$ cat config.mk
export PLATFORM = sky130hd
export DESIGN_NAME = ptsd_front
export DESIGN_NICKNAME = d
export VERILOG_FILES = /design/src/rtl/ptsd_pkg.sv /design/src/rtl/ptsd_front.sv
export SDC_FILE = /design/constraint.sdc
export NUM_CORES = 2
export LEC_CHECK = 0
export BUFFER_PORTS_ARGS = -buffer_cell sky130_fd_sc_hd__buf_2
export CAP_MARGIN = 20
export CORE_MARGIN = 2
export CORE_UTILIZATION = 46
export DETAILED_ROUTE_END_ITERATION = 7
export PLACE_DENSITY = 0.74
export RECOVER_POWER = 25
export SETUP_SLACK_MARGIN = 0.15
export SLEW_MARGIN = 30
export SYNTH_ARGS = -nofsm -noshare
export SYNTH_HDL_FRONTEND = slang
export SYNTH_SLANG_ARGS = --single-unit
$ cat constraint.sdc
create_clock -name clk -period 8 [get_ports clk]
set_input_delay 2.4 -clock clk [delete_from_list [all_inputs] [get_ports clk]]
set_output_delay 2.4 -clock clk [all_outputs]
set_load 0.02 [all_outputs]
$ cat src/rtl/ptsd_pkg.sv
// Shared constants, codes and transaction types for the pulse train start detector.
// No dependencies; every other file but ptsd_ram imports this package.
package ptsd_pkg;

  // Frame storage
  localparam int MAX_FRAME = 4096;
  localparam int ADDR_W    = $clog2(MAX_FRAME);
  localparam int CNT_W     = ADDR_W + 1;

  // Sample and magnitude widths
  localparam int SAMPLE_W = 16;
  localparam int SQ_W     = 2 * SAMPLE_W - 1;
  localparam int MAG_W    = 2 * SAMPLE_W;
  localparam int THR_W    = MAG_W + 2;
  localparam int HI_W     = MAG_W + 4;

  // Configuration and result widths
  localparam int CFG_W     = 12;
  localparam int CFG_IDX_W = 2;
  localparam int NEED_W    = 2 * CFG_W + 1;
  localparam int START_W   = 14;
  localparam int STATUS_W  = 2;
  localparam int START_MAX = (1 << START_W) - 1;

  // Depth of the queue between front and back
  localparam int QUEUE_DEPTH = 2;
  localparam int QPTR_W      = $clog2(QUEUE_DEPTH);

  // Status codes
  localparam logic [STATUS_W-1:0] ST_OK      = 2'd0;
  localparam logic [STATUS_W-1:0] ST_SHORT   = 2'd1;
  localparam logic [STATUS_W-1:0] ST_NO_EDGE = 2'd2;

  // Register indexes
  localparam logic [CFG_IDX_W-1:0] REG_PULSE_COUNT  = 2'd0;
  localparam logic [CFG_IDX_W-1:0] REG_EXTRA_PULSES = 2'd1;
  localparam logic [CFG_IDX_W-1:0] REG_PULSE_PERIOD = 2'd2;
  localparam logic [CFG_IDX_W-1:0] REG_HIGH_SPAN    = 2'd3;

  // Reset values of the registers
  localparam logic [CFG_W-1:0] RST_PULSE_COUNT  = 12'd1;
  localparam logic [CFG_W-1:0] RST_EXTRA_PULSES = 12'd0;
  localparam logic [CFG_W-1:0] RST_PULSE_PERIOD = 12'd64;
  localparam logic [CFG_W-1:0] RST_HIGH_SPAN    = 12'd16;

  // One closed frame handed from front to back
  typedef struct packed {
    logic [CNT_W-1:0] n;
    logic [MAG_W-1:0] peak;
  } desc_t;

  // Register file contents
  typedef struct packed {
    logic [CFG_W-1:0] pulse_count;
    logic [CFG_W-1:0] extra_pulses;
    logic [CFG_W-1:0] pulse_period;
    logic [CFG_W-1:0] high_span;
  } cfg_t;

endpackage

$ cat src/rtl/ptsd_front.sv
// Front end: accepts samples, squares them, stores magnitudes and tracks the peak.
// Depends on ptsd_pkg; writes ptsd_ram and pushes closed frames into ptsd_queue.
module ptsd_front import ptsd_pkg::*; (
  input  logic                       clk,
  input  logic                       rst,
  input  logic                       push,
  output logic                       full,
  input  logic signed [SAMPLE_W-1:0] sample_re,
  input  logic signed [SAMPLE_W-1:0] sample_im,
  input  logic                       frame_end,
  input  logic                       frame_done,
  input  logic                       desc_full,
  output logic                       ram_we,
  output logic [ADDR_W-1:0]          ram_waddr,
  output logic [MAG_W-1:0]           ram_wdata,
  output logic                       desc_push,
  output desc_t                      desc
);

  logic                     accept;
  logic                     hold;
  logic                     hold_next;
  logic                     a_valid;
  logic                     a_end;
  logic [SQ_W-1:0]          sq_re;
  logic [SQ_W-1:0]          sq_im;
  logic signed [MAG_W-1:0]  prod_re;
  logic signed [MAG_W-1:0]  prod_im;
  logic [MAG_W-1:0]         mag2;
  logic [MAG_W-1:0]         peak;
  logic [MAG_W-1:0]         peak_next;
  logic [CNT_W-1:0]         count;
  logic [CNT_W-1:0]         count_next;
  logic                     store;

  // Hold off new samples from frame end until the back end has a result
  assign full   = hold | desc_full;
  assign accept = push & ~full;

  always_comb begin
    hold_next = hold;
    if (accept && frame_end) begin
      hold_next = 1'b1;
    end else if (frame_done) begin
      hold_next = 1'b0;
    end
  end

  // Stage A: squares of both components
  assign prod_re = sample_re * sample_re;
  assign prod_im = sample_im * sample_im;

  always_ff @(posedge clk) begin
    if (accept) begin
      sq_re <= prod_re[SQ_W-1:0];
      sq_im <= prod_im[SQ_W-1:0];
      a_end <= frame_end;
    end
  end

  // Stage B: magnitude, store, peak and count
  assign mag2       = MAG_W'(sq_re) + MAG_W'(sq_im);
  assign store      = count < CNT_W'(MAX_FRAME);
  assign peak_next  = (store && (mag2 > peak)) ? mag2 : peak;
  assign count_next = count + CNT_W'(store);

  assign ram_we    = a_valid & store;
  assign ram_waddr = count[ADDR_W-1:0];
  assign ram_wdata = mag2;

  assign desc_push = a_valid & a_end;
  assign desc.n    = count_next;
  assign desc.peak = peak_next;

  always_ff @(posedge clk) begin
    if (rst) begin
      a_valid <= 1'b0;
      hold    <= 1'b0;
      peak    <= '0;
      count   <= '0;
    end else begin
      a_valid <= accept;
      hold    <= hold_next;
      if (a_valid) begin
        if (a_end) begin
          peak  <= '0;
          count <= '0;
        end else begin
          peak  <= peak_next;
          count <= count_next;
        end
      end
    end
  end

endmodule

==> run_results.csv <==
group,metric,value,unit
layout,diodes,0,
timing,finalSetupTns,0,ns
timing,slew_violations,63,
synth,seq_area_frac_synth,11.8,%
global_routing,track_usage,21.2,%
layout,syn2layout_area_growth,16.8,%
clock_tree,clock_sinks,108,
layout,final_common_cell,"inv_1",
timing,slew_headroom,-127,%
route,wire_per_inst,16.0,microns
global_routing,grt_pass1_wl,90600,microns
route,drcViolationCount,0,
min_path,whs_endpoint,"peak[25]",
layout,final_cell_mix,"inv_1 (712), fa_1 (450), ha_1 (211), nand2_1 (166), buf_4 (166)",
worst_setup_path,cp_num_buf_inv,3,
status,outcome,"finished with violations",
synth,synth_cell_types,65,
layout,drive_gt1_share,17.7,%
global_routing,antenna_found_initial,1,
worst_setup_path,critPathMaxFanout,8,
worst_setup_path,regToRegEndpoint,"peak[19]",
worst_setup_path,ff2ff_setup_slack,2.45,ns
timing,worst_slew_pin_slew,3.40,ns
worst_setup_path,path_class,"reg2out",
placement,dpl.hpwl,46600,microns
worst_setup_path,critPathTopFamily,"compound AO/OA/AOI/OAI gates",
layout,fin_area,27300,sq um
layout,fin_nets,3487,
placement,gp_congestion,0.922,
placement,port_buffers,129,
die,dieHeight,230,microns
worst_setup_path,cpMaxStageDelayCell,"o41a_4",
route,drtIter0Drc,963,
synth,synthArstFlopShare,0,%
die,core,50200,sq um
synth,syn-num-nets,3233,
timing,skew,0.0122,ns
min_path,min_path_cells,1,
die,fp.dieW,230,microns
min_path,worstHoldStart,"peak[25]",
min_path,hp-class,"reg2reg",
synth,synth_cells,2504,
job,max_cap_violations,1,
route,drt-vias-per-instance,5.13,
global_routing,overflow,0,
timing,finalSetupViolCount,0,
status,violations,"capacitance limit, slew limit",
synth,synth_area_per_cell,9.35,sq um
worst_setup_path,r2r_cells,23,
global_routing,grt_pass1_vias,19284,
synth,ys_ff_latch,108,
clock_tree,cts.root.buffer_cell,"clkbuf_16",
timing,final_hold_viol_count,0,
worst_setup_path,cp_cell_sequence,"ha_4 > a21o_1 > a21o_1 > a2111oi_4 > a211o_1 > a21oi_2 > o41a_4 > a21o_4 > a211oi_4 > nor2_4 > ha_4 > nand4_1 > or2_4 > nor4_4 > buf_4 > a21oi_2 > o21ai_2 > nand2_4 > buf_12 > mux2_4 > buf_6",
route,firstDrtPassIters,5,
clock_tree,cts_tree,"built",
die,rows,82,
route,antenna_left,0,
timing,final.period_utilization,97.3,%
route,vias,17610,
global_routing,grt_max_degree,63,
timing,rsz0062_at_grt,"yes",
worst_setup_path,start_kind,"register",
route,wl,54800,microns
clock_tree,htree_levels,3,
die,die_area,52700,sq um
placement,place_inst,3396,
clock_tree,clk_latency,0.37,ns
timing,fin_crit,7.78,ns
synth,synth_ff_type,"edfxtp_1",
worst_setup_path,worstPathRequired,5.60,ns
die,start_util,46.7,%
clock_tree,clk_pin_slew,0.08,ns
layout,fin_cells,3435,
synth,synth_warnings,0,
layout,postLayoutCoreUtil,54.5,%
clock_tree,clockBufferDepth,2,
worst_setup_path,reg2reg_from,"sq_im[14]",
clock_tree,cts_buffers,9,
synth,synth_edf_count,61,
worst_setup_path,end_kind,"primary output",
die,ioPinCount,130,
synth,syn-cell-area,23400,sq um
timing,clock.fmax,0.129,GHz
worst_setup_path,arrival,5.38,ns
placement,placed_area,25900,sq um
worst_setup_path,max_stage_delay,0.50,ns
## per-layer routing
metal / share of wire, % / wire [microns] / global-route usage, % / vias up
li1: - / - / - / 8065
met1: 41 / 22300 / 26.3 / 8971
met2: 51 / 28200 / 37.8 / 459
met3: 5.4 / 2930 / 3.71 / 113
met4: 2.6 / 1430 / 6.11 / 2
met5: 0.015 / 8 / 0 / -
## sequential cells by signal, summed over array words and instances (netlist names)
name,count
peak,32
sq_im,30
sq_re,30
count,13
a_end,1
a_valid,1
hold,1
## synth_stat cells (2+ instances only)
cell,number,area (sq um)
a2111o_1,2,22.5
a211oi_1,11,82.6
a21o_1,32,240
a21oi_1,63,315
a221oi_1,3,26.3
a22o_1,31,272
a22oi_1,10,75.1
a311oi_1,2,17.5
a31o_2,6,52.6
a31oi_1,6,37.5
a41o_1,2,20.0
and2_1,78,488
and3_1,11,68.8
buf_4,12,90.1
clkbuf_1,57,214
dfxtp_1,47,941
edfxtp_1,61,1830
fa_1,460,9210
ha_1,231,2890
inv_1,722,2710
mux2_2,29,327
nand2_1,180,676
nand2b_1,15,93.8
nand3_1,21,105
nand4_1,9,56.3
nor2_1,141,529
nor2b_1,19,119
nor3_1,7,35.0
nor4_1,5,31.3
o211ai_1,4,30.0
o21a_1,12,90.1
o21ai_0,40,200
o21ba_2,4,40.0
o21bai_1,12,90.1
o221ai_1,3,26.3
o31a_1,2,17.5
o31ai_1,5,37.5
or2_2,4,25.0
xnor2_1,83,727
xor2_1,37,324
## kinds of logic after synthesis
| group | count (synthesis) | synth area share, % |
|---|---|---|
| AO/OA/AOI/OAI | 264 | 7.91 |
| XOR/XNOR | 120 | 4.49 |
| adder cells (fa/ha/maj) | 691 | 51.7 |
| buffers and inverters | 793 | 12.9 |
| flip-flops | 108 | 11.8 |
| multiplexers | 29 | 1.39 |
| AND/OR/NAND/NOR | 499 | 9.80 |
## worst max-delay path by stage
stage	start	end	slack [ns]	depth (start not counted)
after floorplan	sample_im[4]	sq_im[30]	0.10	23
after global placement	sample_im[2]	sq_im[27]	-0.14	22
after detailed placement	sample_im[3]	sq_im[27]	-0.23	22
after CTS	sq_re[19]	desc[31]	0.15	19
after global routing	sample_im[0]	sq_im[29]	0.08	21
final	sq_im[14]	desc[31]	0.22	21
## stage by stage
step                      setup WS (ns)  hold slack (ns)
after global placement           -0.141            0.458
after floorplan                   0.105            0.442
final                             0.219            0.480
after CTS                         0.152            0.481
after detailed placement         -0.227            0.460
after global routing             0.0806            0.494
## timing repair
item | 4_1_cts | 5_1_grt
setup endpoints to repair | 33 | 47
hold buffers | 0 | 0
setup buffers | 0 | 20
gates resized for setup | 13 | 198
cloned | 0 | 3
pin swaps | 0 | 79
## final cells by class
cell class                 count  area [sq um]
clock inverter                 6          57.6
tap                          672           841
timing repair buffer         314          2260
fill                        4300         22800
sequential                   108          2770
multi-input combinational   1603         18500
clock buffer                  10           229
inverter                     722          2720
Power is left out: the tool's default activity adds up to more than one toggle a clock period on the data nets, which glitch-free logic cannot reach.
