### src/rtl/ptsd_pkg.sv
// Shared constants, codes and transaction types for the pulse train start detector.
// No dependencies; every other file but ptsd_ram imports this package.
package ptsd_pkg;

  // Frame storage
  localparam int MAX_FRAME = 4096;
  localparam int ADDR_W    = $clog2(MAX_FRAME);
  localparam int CNT_W     = ADDR_W + 1;

  // Sample and magnitude widths
  localparam int SAMPLE_W = 16;
  localparam int SQ_W     = 2 * SAMPLE_W - 1;
  localparam int MAG_W    = 2 * SAMPLE_W;
  localparam int THR_W    = MAG_W + 2;
  localparam int HI_W     = MAG_W + 4;

  // Configuration and result widths
  localparam int CFG_W     = 12;
  localparam int CFG_IDX_W = 2;
  localparam int NEED_W    = 2 * CFG_W + 1;
  localparam int START_W   = 14;
  localparam int STATUS_W  = 2;
  localparam int START_MAX = (1 << START_W) - 1;

  // Depth of the queue between front and back
  localparam int QUEUE_DEPTH = 2;
  localparam int QPTR_W      = $clog2(QUEUE_DEPTH);

  // Status codes
  localparam logic [STATUS_W-1:0] ST_OK      = 2'd0;
  localparam logic [STATUS_W-1:0] ST_SHORT   = 2'd1;
  localparam logic [STATUS_W-1:0] ST_NO_EDGE = 2'd2;

  // Register indexes
  localparam logic [CFG_IDX_W-1:0] REG_PULSE_COUNT  = 2'd0;
  localparam logic [CFG_IDX_W-1:0] REG_EXTRA_PULSES = 2'd1;
  localparam logic [CFG_IDX_W-1:0] REG_PULSE_PERIOD = 2'd2;
  localparam logic [CFG_IDX_W-1:0] REG_HIGH_SPAN    = 2'd3;

  // Reset values of the registers
  localparam logic [CFG_W-1:0] RST_PULSE_COUNT  = 12'd1;
  localparam logic [CFG_W-1:0] RST_EXTRA_PULSES = 12'd0;
  localparam logic [CFG_W-1:0] RST_PULSE_PERIOD = 12'd64;
  localparam logic [CFG_W-1:0] RST_HIGH_SPAN    = 12'd16;

  // One closed frame handed from front to back
  typedef struct packed {
    logic [CNT_W-1:0] n;
    logic [MAG_W-1:0] peak;
  } desc_t;

  // Register file contents
  typedef struct packed {
    logic [CFG_W-1:0] pulse_count;
    logic [CFG_W-1:0] extra_pulses;
    logic [CFG_W-1:0] pulse_period;
    logic [CFG_W-1:0] high_span;
  } cfg_t;

endpackage

### src/rtl/ptsd_queue.sv
// Short queue of closed-frame transactions between front and back.
// Depends on ptsd_pkg for desc_t and the queue depth.
module ptsd_queue import ptsd_pkg::*; (
  input  logic  clk,
  input  logic  rst,
  input  logic  push,
  input  desc_t push_data,
  output logic  full,
  input  logic  pop,
  output logic  valid,
  output desc_t pop_data
);

  desc_t             entry [QUEUE_DEPTH];
  logic [QPTR_W-1:0] wp;
  logic [QPTR_W-1:0] rp;
  logic [QPTR_W:0]   cnt;
  logic              do_push;
  logic              do_pop;

  assign full     = cnt == (QPTR_W+1)'(QUEUE_DEPTH);
  assign valid    = cnt != '0;
  assign pop_data = entry[rp];
  assign do_push  = push & ~full;
  assign do_pop   = pop & valid;

  // Storage
  always_ff @(posedge clk) begin
    if (do_push) begin
      entry[wp] <= push_data;
    end
  end

  // Pointers and fill level
  always_ff @(posedge clk) begin
    if (rst) begin
      wp  <= '0;
      rp  <= '0;
      cnt <= '0;
    end else begin
      if (do_push) begin
        wp <= wp + 1'b1;
      end
      if (do_pop) begin
        rp <= rp + 1'b1;
      end
      cnt <= cnt + (QPTR_W+1)'(do_push) - (QPTR_W+1)'(do_pop);
    end
  end

endmodule

### config.mk
export PLATFORM = sky130hd
export DESIGN_NAME = ptsd_queue
export DESIGN_NICKNAME = d
export VERILOG_FILES = /design/src/rtl/ptsd_pkg.sv /design/src/rtl/ptsd_queue.sv
export SDC_FILE = /design/constraint.sdc
export NUM_CORES = 1
export LEC_CHECK = 0
export BUFFER_PORTS_ARGS = -buffer_cell sky130_fd_sc_hd__buf_2
export CAP_MARGIN = 10
export CORE_ASPECT_RATIO = 0.5
export CORE_UTILIZATION = 40
export DETAILED_ROUTE_END_ITERATION = 10
export HOLD_SLACK_MARGIN = 0.02
export PLACE_DENSITY_LB_ADDON = 0.2
export SETUP_SLACK_MARGIN = 0.4
export SLEW_MARGIN = 30
export SYNTH_ARGS = -nofsm -noshare
export SYNTH_HDL_FRONTEND = slang
export SYNTH_SLANG_ARGS = --single-unit
### constraint.sdc
create_clock -name clk -period 5.3 [get_ports clk]
set_input_delay 0.53 -clock clk [delete_from_list [all_inputs] [get_ports clk]]
set_output_delay 0.53 -clock clk [all_outputs]
set_load 0.1 [all_outputs]
==> results.md, run 1 <==
### Hold path
• **launch point of the worst hold path** push_data[8]
• **worst hold-check path type** input pin to flop

### Placement
• **number of instances in the placed design** 369
• **post-detailed-placement half-perimeter wirelength** 3520 um
• **Cell Area, Placed** 0.00407 sq mm
• **number of port buffers** 95
• **Final Wtd Congestion** 0.639
• **post-placement worst setup slack** 3280 ps

### Cells and area
• **commonest cells after routing, fill and taps aside** buf_2, edfxtp_1, mux2_2, clkbuf_16, dfxtp_1
• **share of final-layout standard cells stronger than drive strength 1** 58.2%
• **number of filler cells placed in the layout** 705
• **leading cell type in the layout, fill and taps excluded** buf_2
• **growth of design area from synthesis to finish** 25.1%
• **number of diodes added for antenna fixing** 0
• **final non-filler cell total** 385
• **design area** 0.00436 sq mm
• **post-layout net count** 319

### Floorplan
• **number of core rows** 23
• **initial core utilization** 42.4%
• **die footprint** 0.00910 sq mm
• **die outline height** 68.0 um
• **die width** 134 um
• **placeable core region** 0.00820 sq mm
• **boundary pin count** 96

### Worst setup path
• **setup slack on the worst flop-to-flop path** 3480 ps
• **Critical Path Source Type** flop
• **critical path endpoint category** output pin
• **reg-to-reg endpoint** entry[0][3]
• **required time at the endpoint of the critical path** 4770 ps
• **Worst Path Arrival** 1800 ps
• **end point of the critical path** pop_data[3]
• **Crit Path Category** flop to output pin
• **worst reg2reg startpoint** cnt[0]
• **maximum fanout along the worst path** 45
• **Worst Reg2Reg Path Length in Cells** 4

### Yosys
• **count of cell types in the netlist** 22
• **Compound-Gate Fraction of Synth Area** 0.503%
• **net count after synthesis** 218
• **largest family of logic cells by synthesized area** multiplexers
• **fraction of synthesized cell area in xor and xnor cells** 0.503%
• **cell area after synthesis** 0.00348 sq mm
• **simple-gate share of the synthesized area** 1.76%
• **Synth Area in Adders** 0.719%
• **portion of the post-synthesis area used by sequential elements** 80.5%
• **mux cell area share after synthesis** 14.6%
• **count of mapped cells out of synthesis** 167
• **yosys synthesis warning count** 0
• **number of synthesized register bits** 95
• **syn avg cell area** 20.8 sq um

### Global routing
• **GRT Total Usage** 13.4%
• **GR Overflow Total** 0
• **number of global-route vias before repair** 1873
• **initial antenna violation count** 0
• **pin count of the biggest net entering global routing** 46
• **first-pass GRT wire length** 8780 um

### STA
• **count of pins over their slew limit** 0
• **Max-Slew Margin vs Limit** 56.8%
• **minimum period implied by the final worst setup slack** 2330 ps
• **setup repair after global routing missed its margin** no
• **Worst Slack Setup Final** 2970 ps
• **Hold Violations, Final** 0
• **Setup violations, final** 0
• **final cycle utilization of the critical path** 44.0%
• **Setup Skew** 7.58 ps
• **total negative slack** 0 ps
• **achievable frequency** 0.429 GHz
• **transition at the pin with the smallest max-transition slack** 648 ps

### Routing
• **Detailed Route WL** 5620 um
• **number of remaining DRC errors** 0
• **number of violations reported at the end of detailed-routing iteration 0** 68
• **1st-pass router iterations** 4
• **via density per instance** 4.62
• **Via Count** 1779
• **Final ANT Viol Nets** 0
• **wire length per cell after detailed routing** 14.6 um

### CTS
• **TritonCTS clock tree** done
• **Clock Latency Late Sink** 330 ps
• **number of resized instances in the post-cts repair step** 0
• **root buffer cell** clkbuf_16
• **maximum level of the CTS H-tree** 3
• **number of CTS-inserted buffers** 9
• **number of buffers inserted to repair setup after CTS** 0
• **number of buffers on the longest clock path** 2
• **clock-pin transition on the worst setup and hold timing paths** 60 ps
• **clock sink count** 95
• **CTS hold repair buffers** 0

### Job
• **total of max-cap violations** 0

### Status
• **status** finished, final reports clean

-- area by class of cell --
type | instances | area [sq um] | area share, %
Tap cell | 112 | 140 | 3.22
Clock buffer | 12 | 236 | 5.43
Timing Repair Buffer | 95 | 475 | 10.9
Multi-Input combinational cell | 63 | 632 | 14.5
Clock inverter | 4 | 47.5 | 1.09
Inverter | 4 | 17.5 | 0.402
Sequential cell | 95 | 2810 | 64.4
-- synthesized netlist by cell type --
| cell | instances | area (sq um) |
|---|---|---|
| inv_2 | 1 | 3.75 |
| edfxtp_1 | 90 | 2700 |
| o21ai_0 | 1 | 5.00 |
| buf_2 | 1 | 5.00 |
| or3_1 | 1 | 6.26 |
| nor3_1 | 1 | 5.00 |
| nand2_1 | 1 | 3.75 |
| mux2_2 | 45 | 507 |
| a21oi_1 | 1 | 5.00 |
| nor2b_1 | 1 | 6.26 |
| and3_2 | 1 | 7.51 |
| nand2b_2 | 1 | 8.76 |
| xnor2_1 | 1 | 8.76 |
| dfxtp_1 | 5 | 100 |
| xor2_1 | 1 | 8.76 |
| inv_1 | 3 | 11.3 |
| or2_2 | 1 | 6.26 |
| ha_1 | 2 | 25.0 |
| o21a_1 | 1 | 7.51 |
| buf_4 | 4 | 30.0 |
| and2_1 | 1 | 6.26 |
| nor2_1 | 3 | 11.3 |
-- registers in the layout, indices dropped and copies added (netlist names), named ones only --
| name | cells |
|---|---|
| rp | 1 |
| entry | 90 |
| wp | 1 |
| cnt | 2 |
-- through the flow --
| stage | hold slack, ps | util, % |
|---|---|---|
| 4_1_cts | 365 | 53.1 |
| 5_1_grt | 360 | 53.1 |
| 3_3_place_gp | 467 | 49.5 |
| 6_report | 377 | 53.1 |
| 3_5_place_dp | 495 | 49.6 |
| 2_1_floorplan | 451 | - |
-- how the worst min path moves through the flow --
stage | endpoint | slack (ps) | cells past startpoint
finish | entry[0][8] | 380 | 1
global route | entry[0][8] | 360 | 1
CTS | entry[0][8] | 360 | 1
detailed placement | wp | 500 | 2
global placement | wp | 470 | 2
floorplan | wp | 450 | 2
-- metal layers --
layer | wire length [um] | global-route usage (%) | vias up
met2 | 2930 | 24.1 | 45
met4 | 71 | 5.97 | 0
met3 | 289 | 6.37 | 5
met5 | 0 | 0 | -
li1 | - | - | 852
met1 | 2320 | 13.8 | 877
-- logic make-up (layout without fill, tap and decap cells) --
| logic type | after synthesis | in the layout |
|---|---|---|
| multiplexers | 45 | 45 |
| AND/OR/NAND/NOR | 11 | 11 |
| flip-flops | 95 | 95 |
| buffers and inverters | 9 | 115 |
| AO/OA/AOI/OAI | 3 | 3 |
| XOR/XNOR | 2 | 2 |
| adder cells (fa/ha/maj) | 2 | 2 |
-- worst max-delay path, cell delays in order, from the launching register on --
cell and delay, ps:
dfxtp_4 720, mux2_2 400, buf_2 290
Power of run 1 is left out: the tool's default activity adds up to more than one toggle a clock period on the data nets, which glitch-free logic cannot reach.
==> run 2: changes to the inputs <==
==> constraint.sdc (replaced) <==
create_clock -name clk -period 1.9 [get_ports clk]
set_input_delay 0.19 -clock clk [delete_from_list [all_inputs] [get_ports clk]]
set_output_delay 0.19 -clock clk [all_outputs]
set_load 0.1 [all_outputs]
==> run 2 against run 1 <==
Compared with the run above: first-iteration DRC count rose by 46%; clock skew decreased by 5.1 ps; sequential share of layout area is 9.9 points lower; routed wire length up 27%; die area unchanged; utilization up 9.8 points; final area grew 18%; non-clock buffer count up 25; sequential cell count unchanged; hold slack got worse by 340 ps; final cell count rose by 6.2%; highest routed layer unchanged; via count is 7.6% higher.
==> results.md, run 2 (synthesis gave the netlist of run 1 again) <==
### Routing
• **Via Count** 1914, was 1779
• **1st-pass router iterations** 4, unchanged
• **wire length per cell after detailed routing** 17.5 um, was 14.6 um
• **number of remaining DRC errors** 0, unchanged
• **number of violations reported at the end of detailed-routing iteration 0** 99, was 68
• **via density per instance** 4.68, was 4.62
• **Final ANT Viol Nets** 0, unchanged
• **Detailed Route WL** 7140 um, was 5620 um

### Global routing
• **number of global-route vias before repair** 2055, was 1873
• **first-pass GRT wire length** 10400 um, was 8780 um
• **GR Overflow Total** 0, unchanged
• **pin count of the biggest net entering global routing** 25, was 46
• **GRT Total Usage** 16.6%, was 13.4%
• **initial antenna violation count** 0, unchanged

### Worst setup path
• **Crit Path Category** flop to output pin, unchanged
• **Worst Path Arrival** 1500 ps, was 1800 ps
• **maximum fanout along the worst path** 18, was 45
• **required time at the endpoint of the critical path** 1710 ps, was 4770 ps
• **worst reg2reg startpoint** cnt[0], unchanged
• **Worst Reg2Reg Path Length in Cells** 7, was 4
• **reg-to-reg endpoint** entry[0][40], was entry[0][3]
• **Critical Path Source Type** flop, unchanged
• **end point of the critical path** pop_data[23], was pop_data[3]
• **critical path endpoint category** output pin, unchanged
• **setup slack on the worst flop-to-flop path** 230 ps, was 3480 ps

### STA
• **count of pins over their slew limit** 0, unchanged
• **achievable frequency** 0.590 GHz
• **Setup violations, final** 0, unchanged
• **setup repair after global routing missed its margin** yes, was no
• **final cycle utilization of the critical path** 89.1%
• **Setup Skew** 2.50 ps, was 7.58 ps
• **Max-Slew Margin vs Limit** 79.9%, was 56.8%
• **minimum period implied by the final worst setup slack** 1690 ps
• **transition at the pin with the smallest max-transition slack** 303 ps, was 648 ps
• **Hold Violations, Final** 0, unchanged
• **total negative slack** 0 ps, unchanged

### Cells and area
• **flip-flop count of the largest register, all copies and words added** 90, unchanged
• **share of final-layout standard cells stronger than drive strength 1** 64.3%, was 58.2%
• **growth of design area from synthesis to finish** 48.1%, was 25.1%
• **register with the most flip-flops** entry, unchanged
• **leading cell type in the layout, fill and taps excluded** edfxtp_1, was buf_2
• **leading registers by flop count** entry (90), cnt (2), unchanged
• **number of diodes added for antenna fixing** 0, unchanged
• **number of filler cells placed in the layout** 602, was 705
• **post-layout net count** 344, was 319
• **commonest cells after routing, fill and taps aside** edfxtp_1, buf_6, buf_2, mux2_2, clkbuf_16, was buf_2, edfxtp_1, mux2_2, clkbuf_16, dfxtp_1

### Hold path
• **worst hold-check path type** input pin to flop, unchanged

### Floorplan
• **boundary pin count** 96, unchanged
• **initial core utilization** 42.4%, unchanged
• **die width** 134 um, unchanged
• **die outline height** 68.0 um, unchanged
• **number of core rows** 23, unchanged
• **placeable core region** 0.00820 sq mm, unchanged
• **die footprint** 0.00910 sq mm, unchanged

### CTS
• **clock sink count** 95, unchanged
• **root buffer cell** clkbuf_16, unchanged
• **number of CTS-inserted buffers** 9, unchanged
• **number of buffers on the longest clock path** 2, unchanged
• **Clock Latency Late Sink** 330 ps, about the same
• **CTS hold repair buffers** 0, unchanged
• **clock-pin transition on the worst setup and hold timing paths** 60 ps, about the same
• **TritonCTS clock tree** done, unchanged
• **maximum level of the CTS H-tree** 3, unchanged

### Status
• **status** finished, final reports clean, unchanged

### Job
• **total of max-cap violations** 0, unchanged

### Placement
• **post-detailed-placement half-perimeter wirelength** 4090 um, was 3520 um
• **Final Wtd Congestion** 0.736, was 0.639
• **number of port buffers** 95, unchanged

==> run 2: cell count changes in the layout (fill, tap and decap cells not counted), sizes merged <==
cell      previous run  this run
buf                 95       118
bufinv               1         0
clkbuf              12        14
clkinvlp             1         2
inv                  4         3
==> run 2: final cells by class <==
type | instances | area (sq um) | area share (%)
sequential | 95 | 2810 | 54.5
timing repair buffer | 120 | 1240 | 24.0
multi-input combinational | 63 | 678 | 13.2
clock buffer | 12 | 236 | 4.59
tap | 112 | 140 | 2.72
inverter | 4 | 31.3 | 0.607
clock inverter | 3 | 21.3 | 0.413
==> run 2: how the worst min path moves through the flow <==
stage	from	end	slack [ps]	cells past startpoint
finish	push_data[35]	entry[0][35]	40	1
floorplan	rst	cnt[0]	250	1
global route	push_data[35]	entry[1][35]	20	1
CTS	push_data[35]	entry[1][35]	20	1
detailed placement	push_data[35]	entry[0][35]	380	1
global placement	push_data[31]	entry[0][31]	380	1
==> run 2: per-stage QoR <==
stage	setup WS, ps	utilization [%]	cell area [sq um]	hold WS (ps)	std cells
after floorplan	115	-	3510	254	167
after global placement	379	50.9	4170	378	375
after detailed placement	288	50.9	4170	382	375
after CTS	200	61.7	5060	24.0	406
after global routing	160	62.9	5160	22.3	409
final	206	62.9	5160	39.8	409
==> run 2: routing by layer <==
layer	wire length [um]	vias to the layer above	GRT usage (%)
met5	0	-	0
met4	75	0	8.38
met3	540	8	6.22
met2	3730	58	28.6
met1	2800	951	18.6
li1	-	897	-
==> run 2: repair_timing <==
item                                    4_1_cts  5_1_grt
endpoints found under the setup margin       92      138
resized for setup                           112       11
pin swaps                                     5        2
cloned                                        6        1
buffers inserted                             10        2
==> run 2: worst max-delay path, cell delays in order, from the launching register on <==
cell	delay, ps
dfxtp_4	420
buf_12	180
mux2_2	370
buf_6	190
Power of run 2 is left out for the same reason.
