==> src/rtl/ptsd_pkg.sv <==
// Shared constants, codes and transaction types for the pulse train start detector.
// No dependencies; every other file but ptsd_ram imports this package.
package ptsd_pkg;

  // Frame storage
  localparam int MAX_FRAME = 4096;
  localparam int ADDR_W    = $clog2(MAX_FRAME);
  localparam int CNT_W     = ADDR_W + 1;

  // Sample and magnitude widths
  localparam int SAMPLE_W = 16;
  localparam int SQ_W     = 2 * SAMPLE_W - 1;
  localparam int MAG_W    = 2 * SAMPLE_W;
  localparam int THR_W    = MAG_W + 2;
  localparam int HI_W     = MAG_W + 4;

  // Configuration and result widths
  localparam int CFG_W     = 12;
  localparam int CFG_IDX_W = 2;
  localparam int NEED_W    = 2 * CFG_W + 1;
  localparam int START_W   = 14;
  localparam int STATUS_W  = 2;
  localparam int START_MAX = (1 << START_W) - 1;

  // Depth of the queue between front and back
  localparam int QUEUE_DEPTH = 2;
  localparam int QPTR_W      = $clog2(QUEUE_DEPTH);

  // Status codes
  localparam logic [STATUS_W-1:0] ST_OK      = 2'd0;
  localparam logic [STATUS_W-1:0] ST_SHORT   = 2'd1;
  localparam logic [STATUS_W-1:0] ST_NO_EDGE = 2'd2;

  // Register indexes
  localparam logic [CFG_IDX_W-1:0] REG_PULSE_COUNT  = 2'd0;
  localparam logic [CFG_IDX_W-1:0] REG_EXTRA_PULSES = 2'd1;
  localparam logic [CFG_IDX_W-1:0] REG_PULSE_PERIOD = 2'd2;
  localparam logic [CFG_IDX_W-1:0] REG_HIGH_SPAN    = 2'd3;

  // Reset values of the registers
  localparam logic [CFG_W-1:0] RST_PULSE_COUNT  = 12'd1;
  localparam logic [CFG_W-1:0] RST_EXTRA_PULSES = 12'd0;
  localparam logic [CFG_W-1:0] RST_PULSE_PERIOD = 12'd64;
  localparam logic [CFG_W-1:0] RST_HIGH_SPAN    = 12'd16;

  // One closed frame handed from front to back
  typedef struct packed {
    logic [CNT_W-1:0] n;
    logic [MAG_W-1:0] peak;
  } desc_t;

  // Register file contents
  typedef struct packed {
    logic [CFG_W-1:0] pulse_count;
    logic [CFG_W-1:0] extra_pulses;
    logic [CFG_W-1:0] pulse_period;
    logic [CFG_W-1:0] high_span;
  } cfg_t;

endpackage

==> src/rtl/ptsd_back.sv <==
// Back end: length check, edge scan over the stored frame, start computation.
// Depends on ptsd_pkg; reads ptsd_ram and owns the two-entry result queue.
module ptsd_back import ptsd_pkg::*; (
  input  logic                clk,
  input  logic                rst,
  input  cfg_t                cfg,
  input  logic                desc_valid,
  input  desc_t               desc,
  output logic                desc_pop,
  output logic [ADDR_W-1:0]   ram_raddr,
  input  logic [MAG_W-1:0]    ram_rdata,
  output logic                frame_done,
  output logic                empty,
  input  logic                pop,
  output logic [START_W-1:0]  start_index,
  output logic [STATUS_W-1:0] status
);

  typedef enum logic [5:0] {
    S_IDLE  = 6'b000001,
    S_NEED  = 6'b000010,
    S_CHECK = 6'b000100,
    S_SCAN  = 6'b001000,
    S_CALC  = 6'b010000,
    S_EMIT  = 6'b100000
  } state_t;

  state_t               state;
  logic [CNT_W-1:0]     n;
  logic [THR_W-1:0]     thr;
  logic [NEED_W-1:0]    need;
  logic [CNT_W-1:0]     raddr;
  logic                 dvalid;
  logic [CNT_W-1:0]     didx;
  logic                 prev;
  logic                 first_high;
  logic                 have_rise;
  logic                 have_fall;
  logic [ADDR_W-1:0]    rise;
  logic [ADDR_W-1:0]    fall;
  logic [START_W-1:0]   res_start;
  logic [STATUS_W-1:0]  res_status;

  logic [CFG_W:0]       pulse_sum;
  logic [HI_W-1:0]      mag9;
  logic                 high;
  logic                 rise_hit;
  logic                 fall_hit;
  logic                 scan_last;
  logic signed [START_W:0] start_raw;

  // Result queue
  logic [START_W-1:0]   rb_start  [2];
  logic [STATUS_W-1:0]  rb_status [2];
  logic                 rb_wp;
  logic                 rb_rp;
  logic [1:0]           rb_cnt;
  logic                 rb_push;
  logic                 rb_pop;

  assign desc_pop  = desc_valid && (state == S_IDLE);
  assign ram_raddr = raddr[ADDR_W-1:0];
  assign pulse_sum = {1'b0, cfg.pulse_count} + {1'b0, cfg.extra_pulses};

  // Threshold test: 9*mag2 > 4*peak
  assign mag9 = {ram_rdata, 3'b000} + HI_W'(ram_rdata);
  assign high = mag9 > HI_W'(thr);

  // Edge detection on the sample now being read back
  assign rise_hit  = (didx != '0) && high && !prev && !have_rise;
  assign fall_hit  = (didx != '0) && !high && prev && !have_fall;
  assign scan_last = (didx == n - 1'b1) ||
                     ((have_rise || rise_hit) && (have_fall || fall_hit));

  // Start index, signed before clamping
  assign start_raw = first_high ?
      ($signed({3'b000, fall}) + $signed({3'b000, cfg.pulse_period}) -
       $signed({3'b000, cfg.high_span})) :
      ($signed({3'b000, rise}) + $signed({3'b000, cfg.pulse_period}));

  assign rb_push    = (state == S_EMIT) && (rb_cnt != 2'd2);
  assign frame_done = rb_push;

  // Sequencer
  always_ff @(posedge clk) begin
    if (rst) begin
      state  <= S_IDLE;
      dvalid <= 1'b0;
      raddr  <= '0;
    end else begin
      case (state)
        S_IDLE: begin
          raddr  <= '0;
          dvalid <= 1'b0;
          if (desc_valid) begin
            n     <= desc.n;
            thr   <= {desc.peak, 2'b00};
            state <= S_NEED;
          end
        end
        S_NEED: begin
          need  <= NEED_W'(pulse_sum) * NEED_W'(cfg.pulse_period);
          state <= S_CHECK;
        end
        S_CHECK: begin
          have_rise <= 1'b0;
          have_fall <= 1'b0;
          if (NEED_W'(n) < need) begin
            res_start  <= '0;
            res_status <= ST_SHORT;
            state      <= S_EMIT;
          end else if (n == '0) begin
            state <= S_CALC;
          end else begin
            // address 0 is on the RAM port now
            raddr  <= raddr + 1'b1;
            didx   <= raddr;
            dvalid <= 1'b1;
            state  <= S_SCAN;
          end
        end
        S_SCAN: begin
          dvalid <= raddr < n;
          didx   <= raddr;
          if (raddr < n) begin
            raddr <= raddr + 1'b1;
          end
          if (dvalid) begin
            prev <= high;
            if (didx == '0) begin
              first_high <= high;
            end
            if (rise_hit) begin
              have_rise <= 1'b1;
              rise      <= didx[ADDR_W-1:0] - 1'b1;
            end
            if (fall_hit) begin
              have_fall <= 1'b1;
              fall      <= didx[ADDR_W-1:0] - 1'b1;
            end
            if (scan_last) begin
              state <= S_CALC;
            end
          end
        end
        S_CALC: begin
          if (!have_rise || !have_fall) begin
            res_start  <= '0;
            res_status <= ST_NO_EDGE;
          end else begin
            res_status <= ST_OK;
            if (start_raw < 0) begin
              res_start <= '0;
            end else if (start_raw > (START_W+1)'(START_MAX)) begin
              res_start <= START_W'(START_MAX);
            end else begin
              res_start <= start_raw[START_W-1:0];
            end
          end
          state <= S_EMIT;
        end
        S_EMIT: begin
          if (rb_push) begin
            state <= S_IDLE;
          end
        end
        default: begin
          state <= S_IDLE;
        end
      endcase
    end
  end

  // Two-entry result queue toward the receiver
  assign empty       = rb_cnt == 2'd0;
  assign rb_pop      = pop & ~empty;
  assign start_index = rb_start[rb_rp];
  assign status      = rb_status[rb_rp];

  always_ff @(posedge clk) begin
    if (rb_push) begin
      rb_start[rb_wp]  <= res_start;
      rb_status[rb_wp] <= res_status;
    end
  end

  always_ff @(posedge clk) begin
    if (rst) begin
      rb_wp  <= 1'b0;
      rb_rp  <= 1'b0;
      rb_cnt <= 2'd0;
    end else begin
      if (rb_push) begin
        rb_wp <= ~rb_wp;
      end
      if (rb_pop) begin
        rb_rp <= ~rb_rp;
      end
      rb_cnt <= rb_cnt + 2'(rb_push) - 2'(rb_pop);
    end
  end

endmodule

==> config.mk <==
export PLATFORM = sky130hd
export DESIGN_NAME = ptsd_back
export DESIGN_NICKNAME = d
export VERILOG_FILES = /design/src/rtl/ptsd_pkg.sv /design/src/rtl/ptsd_back.sv
export SDC_FILE = /design/constraint.sdc
export NUM_CORES = 1
export LEC_CHECK = 0
export BUFFER_PORTS_ARGS = -buffer_cell sky130_fd_sc_hd__buf_4
export CORE_MARGIN = 2
export CORE_UTILIZATION = 50
export CTS_CLUSTER_SIZE = 30
export DETAILED_ROUTE_END_ITERATION = 16
export GPL_ROUTABILITY_DRIVEN = 0
export MAX_ROUTING_LAYER = met4
export PLACE_DENSITY = 0.77
export SLEW_MARGIN = 25
export SYNTH_ARGS = -nofsm -noshare
export SYNTH_HDL_FRONTEND = slang
export SYNTH_SLANG_ARGS = --single-unit
==> constraint.sdc <==
create_clock -name clk -period 24.2 [get_ports clk]
set_input_delay 4.84 -clock clk [delete_from_list [all_inputs] [get_ports clk]]
set_output_delay 4.84 -clock clk [all_outputs]
set_load 0.02 [all_outputs]
==> results of run 1 <==
[synth_stat cells (3+ instances only)]
cell type,number
inv_1,266
ha_1,190
edfxtp_1,159
nand2_1,140
fa_1,125
nor2_1,94
a21oi_1,88
xnor2_1,81
and2_1,78
xor2_1,36
a21o_1,35
clkbuf_1,34
nand3_1,31
nor3_1,29
o21ai_0,29
dfxtp_1,25
nor2b_1,20
mux2_2,16
nand4_1,16
buf_4,13
o21a_1,13
o21bai_1,13
a211oi_1,12
nor4_1,12
nand2b_1,11
or3_1,9
a2111oi_2,8
a31oi_1,6
and3_1,6
o21ai_1,6
o211ai_1,5
mux2i_1,4
o31ai_1,4
o41ai_1,4
or2_2,4
a21oi_2,3
buf_2,3
nand3b_1,3
nor3b_1,3
nor4b_1,3
o32ai_1,3
or4_1,3
[sequential cells by signal (all words and copies together) (netlist names), 4 cells and up, named ones only]
register / count
res_start: 14
raddr: 13
state: 6
rise: 12
n: 13
didx: 13
thr: 32
rb_status: 4
rb_start: 28
need: 25
fall: 12
[through the flow]
step                      area [um^2]  worst slack [ps]  utilization  hold WS [ps]
after floorplan                 17000             12330            -           421
after global placement          18500             11730        0.554           422
after detailed placement        18500             11480        0.554           430
after CTS                       19100             11960        0.572           447
after global routing            19200             11550        0.573           458
final                           19200             12000        0.573           448
[worst paths after layout]
kind	cells past startpoint	to	from	slack, ps
setup / recovery	29	need[24]	cfg[24]	12000
hold / removal	0	rb_start[0][4]	res_start[4]	450
setup reg to reg	14	res_start[2]	fall[1]	20180
hold reg to reg	0	rb_start[0][4]	res_start[4]	450
[layout make-up]
cell class,count,area (um^2),share of cell area
flip-flops and latches,184,5280,0.275
repair buffers,166,1250,0.0650
multi-input cells,1200,10500,0.548
clock inverters,12,118,0.00613
inverters,266,998,0.0521
clock buffers,20,468,0.0244
well taps,448,561,0.0292
[placed cells by master, fill, tap and decap left out, types with 5 or more instances in the layout]
cell       netlist  layout
nor2_1          94      93
or3_1            9       9
o21a_1          13      13
fa_1           125     125
dfxtp_1         25      25
a21o_1          35      35
nor2b_1         20      19
nand2_1        140     140
nor4_1          12      12
ha_1           190     190
buf_4           13     166
xnor2_2          0       7
nand2b_1        11      11
xnor2_1         81      74
clkbuf_16        0      18
o21ai_1          6       6
and2_1          78      78
nand3_1         31      31
edfxtp_1       159     159
a211oi_1        12      11
xor2_1          36      36
nor3_1          29      29
o211ai_1         5       5
a21oi_1         88      87
and3_1           6       6
a2111oi_2        8       8
mux2_2          16      16
nand4_1         16      16
a31oi_1          6       6
o21ai_0         29      29
inv_1          266     266
o21bai_1        13      13
[kinds of logic after synthesis]
logic type	after synthesis
other cells	1
xor+xnor	117
fa+ha+maj	315
flops	184
compound gates	265
buf+inv	318
mux	20
simple gates	482
[worst register-to-register path, stage by stage, from the launching register on]
cell and delay, ps:
edfxtp_1 320, inv_1 50, fa_1 480, inv_1 70
ha_1 300, a21o_1 190, a21oi_1 230, nor2b_1 80
o21a_1 180, o41a_1 350, a31oi_1 290, o21ai_1 160
a211oi_1 470, or3_1 470, a211oi_1 100
[metal layers]
| layer | track usage | share of wire | vias to the layer above |
|---|---|---|---|
| met1 | 0.283 | 0.42 | 6021 |
| met4 | 0.0827 | 0.027 | 0 |
| met5 | - | 0 | - |
| li1 | - | - | 6026 |
| met2 | 0.380 | 0.49 | 423 |
| met3 | 0.0412 | 0.062 | 67 |
[power groups by stage]
stage          Sequential [mW]  Clock (mW)  Combinational, mW
2_1_floorplan            0.441           0               1.16
3_3_place_gp             0.444           0               1.45
3_5_place_dp             0.444           0               1.49
4_1_cts                  0.437       0.285               1.52
5_1_grt                  0.439       0.298               1.73
6_report                 0.437       0.279               1.52
==> results.ini, run 1 <==
[floorplan]
dieArea_um2=35400
initial_core_util=0.507
rows=67
die_y_um=188
core_um2=33400
die_w_um=188
pin_count=160

[yosys]
ys_seq_area_frac=0.311
synth_top_cell_by_area=edfxtp_1
synth_seq_cells=184
synth_edf_count=159
synthXorXnorAreaFrac=0.0604
synthFlopType=edfxtp_1
ys_warn_count=0
synth_mux_area_frac=0.0130
synthTopCellsByArea=edfxtp_1, fa_1, ha_1
synth_top_family_by_area=adder cells
synth_top_area_frac=0.282
synth_compound_area_frac=0.110
synth-simple-area-share=0.144
syn_area_per_cell_um2=9.96
syn_inst=1702
ys_types=88
async_flop_share=0
syn_area_um2=17000
synth_fa_ha_area_frac=0.288
synth_nets=2146

[setup_path]
cp_top_family=adder cells
cpMostUsedCell=fa_1
crit_type=input pin to register
endpoint_kind=register
crit_buf_inv=4
crit_slowest_cell=fa_1
critPathArrivalTime_ps=12400
worstPathMaxFanout=12
max_stage_delay_ps=550
startpoint_type=input pin
cp.required_ps=24400

[cts]
clk_pin_slew_ps=80
ctsHtreeMaxLevel=4
cts_root_buf=clkbuf_16
cts_resized=0
clock_path_buffers=2
cts_hold_buffers=0
clk_latency_ps=450
post-cts-setup-buffers=0
cts_tree=yes
clock_sinks=184
cts_buffers=17

[run_status]
status=complete, no violations

[pwr]
comb_power_share=0.680
intPower_mw=1.23
power_leakage_nw=8.69
p_clk_frac=0.125
power.switching_mw=1.00
finalPower_mw=2.23
vdd_drop_max_mv=0.190
power.density_nw_per_um2=117
sequentialPowerShare=0.196
switching_share=0.448

[job]
cap_violations=0

[global_route]
track_usage=0.230
grt_pass1_wl_mm=63.6
grt-ovfl-total=0
grt_pass1_vias=13000
grt_max_degree=46
antenna_found_initial=0

[sta]
setup_viol=0
tns_ps=0
fmax_mhz=82.0
period_share=0.504
rsz0062_at_grt=false
slew_headroom=0.315
clock_skew_ps=12.0
period_needed_ps=12200
tightest_slew_ps=1020
slew_violations=0
hold_viol=0

[cells_and_area]
area.growth.synth_to_final_pct=13.1
drive_gt1_frac=0.144
diodes=0
final_cells=2296
fill_cells=2745
finalNetCount=2279

[detailed_routing]
antenna_left=0
routedWlPerCell_um=16.6
via_count=12500
drt_iter0_markers=701
routed_wl_mm=38.0
dr.pass1.iters=5
drc=0
vias_per_cell=5.46

[placed_design]
port_buffers=159
post-dp-hpwl_mm=30.7
dp_cells=2264

[hold_path]
holdCritPathClass=register to register

(Power assumes the default switching activity.)
==> run 2, diff against run 1 <==
--- a/config.mk
+++ b/config.mk
@@ -12,7 +12,7 @@
 export DETAILED_ROUTE_END_ITERATION = 16
 export GPL_ROUTABILITY_DRIVEN = 0
 export MAX_ROUTING_LAYER = met4
-export PLACE_DENSITY = 0.77
+export PLACE_DENSITY = 0.8
 export SLEW_MARGIN = 25
 export SYNTH_ARGS = -nofsm -noshare
 export SYNTH_HDL_FRONTEND = slang
==> constraint.sdc (replaced) <==
create_clock -name clk -period 11.1 [get_ports clk]
set_input_delay 2.22 -clock clk [delete_from_list [all_inputs] [get_ports clk]]
set_output_delay 2.22 -clock clk [all_outputs]
set_load 0.02 [all_outputs]
==> run 2 against run 1 <==
  * Via count grew 1.2%
  * Cell count is essentially flat
  * Power grew 120%
  * Count of clock-buffer cells in the layout shrank 1
  * Critical path type unchanged
  * Clock power grew 120%
  * Highest routed layer unchanged
  * Sequential share of layout area is essentially flat
==> results.ini, run 2 (synthesis results as in run 1) <==
[global_route]
antenna_found_initial=0  ; unchanged
track_usage=0.234  ; +0.00357
grt_max_degree=46  ; unchanged
grt-ovfl-total=0  ; unchanged
grt_pass1_vias=13300  ; +2.6%
grt_pass1_wl_mm=64.5  ; +1.5%

[detailed_routing]
antenna_left=0  ; unchanged
via_count=12700  ; +1.2%
vias_per_cell=5.53  ; +1.3%
dr.pass1.iters=5  ; unchanged
drt_iter0_markers=705  ; +0.57%
routedWlPerCell_um=16.9  ; +1.8%
routed_wl_mm=38.7  ; +1.7%
drc=0  ; unchanged

[cells_and_area]
final_common_cell=inv_1
largest-register=thr
final_cell_mix=inv_1, ha_1, buf_4, edfxtp_1, nand2_1
diodes=0  ; unchanged
area.growth.synth_to_final_pct=12.9
fill_cells=2710  ; -1.3%
top_regs=thr x32, rb_start x28, need x25
finalNetCount=2277  ; -0.088%
drive_gt1_frac=0.141  ; -0.00309
largest_reg_flops=32  ; unchanged
sequential_cell_area_um2=5280  ; unchanged
multi_input_area_um2=10500  ; -0.29%

[cts]
clk_latency_ps=450  ; about the same
cts_buffers=17  ; unchanged
cts_resized=0  ; unchanged
post-cts-setup-buffers=0  ; unchanged
cts_tree=yes
ctsHtreeMaxLevel=4  ; unchanged
clk_pin_slew_ps=80  ; about the same
cts_hold_buffers=0  ; unchanged
clock_path_buffers=2  ; unchanged
cts_root_buf=clkbuf_16
clock_sinks=184  ; unchanged

[placed_design]
post-dp-hpwl_mm=31.0  ; +1.1%
port_buffers=159  ; unchanged

[sta]
period_needed_ps=9610
fin_hold_ws_ps=442  ; -6.08 ps
clock_skew_ps=11.1  ; -0.859 ps
setup_viol=0  ; unchanged
slew_violations=0  ; unchanged
slew_headroom=0.303  ; -0.0115
tns_ps=0  ; unchanged
period_share=0.866
tightest_slew_ps=1040  ; +13.3 ps
rsz0062_at_grt=false
hold_viol=0  ; unchanged
fmax_mhz=104

[setup_path]
cp.required_ps=11310  ; -13090 ps
max_stage_delay_ps=560  ; about the same
cpMostUsedCell=fa_1
startpoint_type=input pin
worstPathMaxFanout=12  ; unchanged
crit_slowest_cell=fa_1
crit_type=input pin to register
endpoint_kind=register
critPathArrivalTime_ps=9820  ; -2580 ps

[floorplan]
dieArea_um2=35400  ; unchanged
die_w_um=188  ; unchanged
die_y_um=188  ; unchanged
rows=67  ; unchanged
initial_core_util=0.507  ; unchanged
core_um2=33400  ; unchanged
pin_count=160  ; unchanged

[pwr]
vdd_drop_max_mv=0.390  ; +110%
power.density_nw_per_um2=254  ; +120%
power_leakage_nw=8.66  ; -0.30%

[run_status]
status=complete, no violations

[hold_path]
holdCritPathClass=register to register

[job]
cap_violations=0  ; unchanged

==> run 2: report_power, final <==
group          switching (mW)  internal, mW
registers              0.0154         0.938
logic                    1.86          1.42
clock network           0.299         0.316
total                    2.18          2.68
==> run 2: worst max-delay path, delay by kind of cell <==
| kind | cells | cell delay (ps) |
|---|---|---|
| AO/OA/AOI/OAI | 10 | 2060 |
| XOR/XNOR | 2 | 570 |
| adder cells (fa/ha/maj) | 8 | 3460 |
| buffers and inverters | 4 | 270 |
| AND/OR/NAND/NOR | 5 | 1250 |
==> run 2: path summary, 6_finish.rpt <==
path                              startpoint        endpoint  slack [ps]  cells after the start
worst max-delay path                 cfg[24]        need[23]        1490                     29
worst min-delay path            res_start[3]  rb_start[1][3]         440                      0
worst max register to register       fall[1]    res_start[7]        7160                     14
worst min register to register  res_start[3]  rb_start[1][3]         440                      0
==> run 2: area by class of cell <==
| type | count | share of cell area |
|---|---|---|
| multi-input cells | 1200 | 0.547 |
| clock buffers | 19 | 0.0237 |
| clock inverters | 13 | 0.00791 |
| flip-flops and latches | 184 | 0.276 |
| well taps | 448 | 0.0293 |
| inverters | 266 | 0.0521 |
| repair buffers | 164 | 0.0643 |
==> run 2: per-stage QoR <==
stage	power [mW]	util	setup slack (ps)	area, um^2	instances
after floorplan	3.48	-	1850	17000	1702
after global placement	4.10	0.553	1320	18500	2262
after detailed placement	4.20	0.553	1120	18500	2262
after CTS	4.86	0.572	1580	19100	2294
after global routing	5.39	0.572	1070	19100	2294
final	4.85	0.572	1490	19100	2294
==> run 2: layer usage <==
layer	up-vias	share of wire	global-route usage
met5	-	0	-
met4	0	0.033	0.0827
met3	84	0.059	0.0406
met2	430	0.49	0.394
met1	6146	0.41	0.282
li1	6026	-	-
==> run 3, diff against run 2 <==
--- a/config.mk
+++ b/config.mk
@@ -6,11 +6,11 @@
 export NUM_CORES = 1
 export LEC_CHECK = 0
 export BUFFER_PORTS_ARGS = -buffer_cell sky130_fd_sc_hd__buf_4
-export CORE_MARGIN = 2
 export CORE_UTILIZATION = 50
 export CTS_CLUSTER_SIZE = 30
 export DETAILED_ROUTE_END_ITERATION = 16
 export GPL_ROUTABILITY_DRIVEN = 0
+export HOLD_SLACK_MARGIN = 0.15
 export MAX_ROUTING_LAYER = met4
 export PLACE_DENSITY = 0.8
 export SLEW_MARGIN = 25
==> run 3 against run 2 <==
  * The flow now finishes with violations (DRC)
  * Register-to-register slack better by 80 ps
  * Setup slack lost 120 ps
  * Via count shrank 1.5%
  * Power is 0.38% higher
  * Flip-flop and latch count is the same
  * Hold slack better by 6.6 ps
  * Sequential share of layout area hardly changed
  * Routed wire length fell by 0.44%
  * Clock skew about the same
  * Die area is 2.1% lower
  * Critical path type unchanged
  * Critical endpoint unchanged
==> results.ini, run 3 (synthesis results as in run 1) <==
[cts]
clock_sinks=184  ; unchanged
cts_buffers=17  ; unchanged
clk_latency_ps=450  ; about the same
cts_hold_buffers=0  ; unchanged
post-cts-setup-buffers=0  ; unchanged
cts_resized=0  ; unchanged
cts_tree=yes
ctsHtreeMaxLevel=4  ; unchanged
clk_pin_slew_ps=80  ; about the same
cts_root_buf=clkbuf_16
clock_path_buffers=2  ; unchanged

[cells_and_area]
multi_input_area_um2=10500  ; unchanged
final_common_cell=inv_1
postLayoutCoreUtil=0.572  ; about the same
final_cell_mix=inv_1, ha_1, buf_4, edfxtp_1, nand2_1
sequential_cell_area_um2=5280  ; unchanged
top_regs=thr x32, rb_start x28, need x25
diodes=0  ; unchanged
area.growth.synth_to_final_pct=12.8  ; about the same
largest_reg_flops=32  ; unchanged
fill_cells=2714  ; +0.15%
design_area_um2=19100  ; about the same
largest-register=thr
drive_gt1_frac=0.142  ; +0.00101
finalNetCount=2278  ; +0.044%

[setup_path]
rr_worst_depth=14  ; unchanged
startpoint_type=input pin
critPathArrivalTime_ps=9940  ; +120 ps
endpoint_kind=register
crit_slowest_cell=fa_1
cpMostUsedCell=fa_1
crit_type=input pin to register
cp.required_ps=11310  ; about the same
max_stage_delay_ps=550  ; about the same
worstPathMaxFanout=12  ; unchanged

[placed_design]
place_area_um2=18500  ; about the same
post-dp-hpwl_mm=31.0  ; about the same
place_ws_ps=1050  ; -63.3 ps
port_buffers=159  ; unchanged

[sta]
clock_skew_ps=11.6  ; +0.456 ps
slew_headroom=0.306  ; +0.00243
tns_ps=0  ; unchanged
setup_viol=0  ; unchanged
period_needed_ps=9730  ; +123 ps
fin_ws_ps=1370  ; -123 ps
period_share=0.877  ; +0.0111
fmax_mhz=103  ; -1.3%
tightest_slew_ps=1030  ; -3.61 ps
slew_violations=0  ; unchanged
hold_viol=0  ; unchanged
rsz0062_at_grt=false

[pwr]
finalPower_mw=4.87  ; +0.38%
vdd_drop_max_mv=0.399  ; +2.4%
power_leakage_nw=8.65  ; -0.15%
power.density_nw_per_um2=255  ; +0.44%

[detailed_routing]
via_count=12500  ; -1.5%
drc=2  ; +2
routedWlPerCell_um=16.8  ; -0.49%
routed_wl_mm=38.5  ; -0.44%
vias_per_cell=5.44  ; -1.6%
antenna_left=0  ; unchanged
dr.pass1.iters=12  ; +7
drt_iter0_markers=838  ; +19%

[floorplan]
rows=67  ; unchanged
core_um2=33400  ; unchanged
pin_count=160  ; unchanged
initial_core_util=0.507  ; unchanged
dieArea_um2=34700  ; -2.1%
die_y_um=186  ; -1.1%
die_w_um=186  ; -1.1%

[hold_path]
holdPathStages=0  ; unchanged
holdCritPathClass=register to register

[run_status]
status=finished, violations left
failed_checks=DRC

[global_route]
grt_max_degree=46  ; unchanged
track_usage=0.238  ; +0.00498
grt-ovfl-total=0  ; unchanged
antenna_found_initial=1  ; +1
grt_pass1_wl_mm=62.6  ; -3.0%
grt_pass1_vias=13000  ; -2.4%

[job]
cap_violations=0  ; unchanged

## run 3: cell count changes in the layout (fill, tap and decap cells not counted)
cell        before  now
clkbuf_16       18   17
clkinv_4         3    1
clkinvlp_4       0    3
buf_4          164  165
clkinv_2         0    1
clkbuf_1         1    0
## run 3: worst max-delay path, delay by kind of cell
family / cells / cell delay [ps]
simple gates: 5 / 1270
buf+inv: 4 / 250
compound gates: 10 / 2150
xor+xnor: 2 / 570
fa+ha+maj: 8 / 3480
## run 3: worst paths after layout
path	from	to	slack [ps]
setup / recovery	cfg[24]	need[23]	1370
hold / removal	res_start[4]	rb_start[1][4]	450
setup reg to reg	fall[1]	res_start[7]	7240
hold reg to reg	res_start[4]	rb_start[1][4]	450
## run 3: through the flow
step           std cells  hold slack [ps]
2_1_floorplan       1702              421
3_3_place_gp        2263              423
3_5_place_dp        2263              430
4_1_cts             2295              447
5_1_grt             2295              459
6_report            2295              448
## run 3: layer usage
metal | GRT usage | vias to the layer above | wire, um
li1 | - | 6038 | -
met1 | 0.285 | 6012 | 16300
met2 | 0.403 | 383 | 18900
met3 | 0.0401 | 60 | 2170
met4 | 0.0889 | 0 | 1070
met5 | - | - | 0
## run 3: power by group
group	total (mW)	switching, mW	internal, mW
registers	0.954	0.0157	0.938
logic	3.31	1.88	1.43
clock network	0.610	0.308	0.302
## run 3: cell type report
cell class / instances / area share
well taps: 448 / 0.0293
flip-flops and latches: 184 / 0.276
clock inverters: 15 / 0.00844
clock buffers: 17 / 0.0222
repair buffers: 165 / 0.0647
inverters: 266 / 0.0522
multi-input cells: 1200 / 0.547
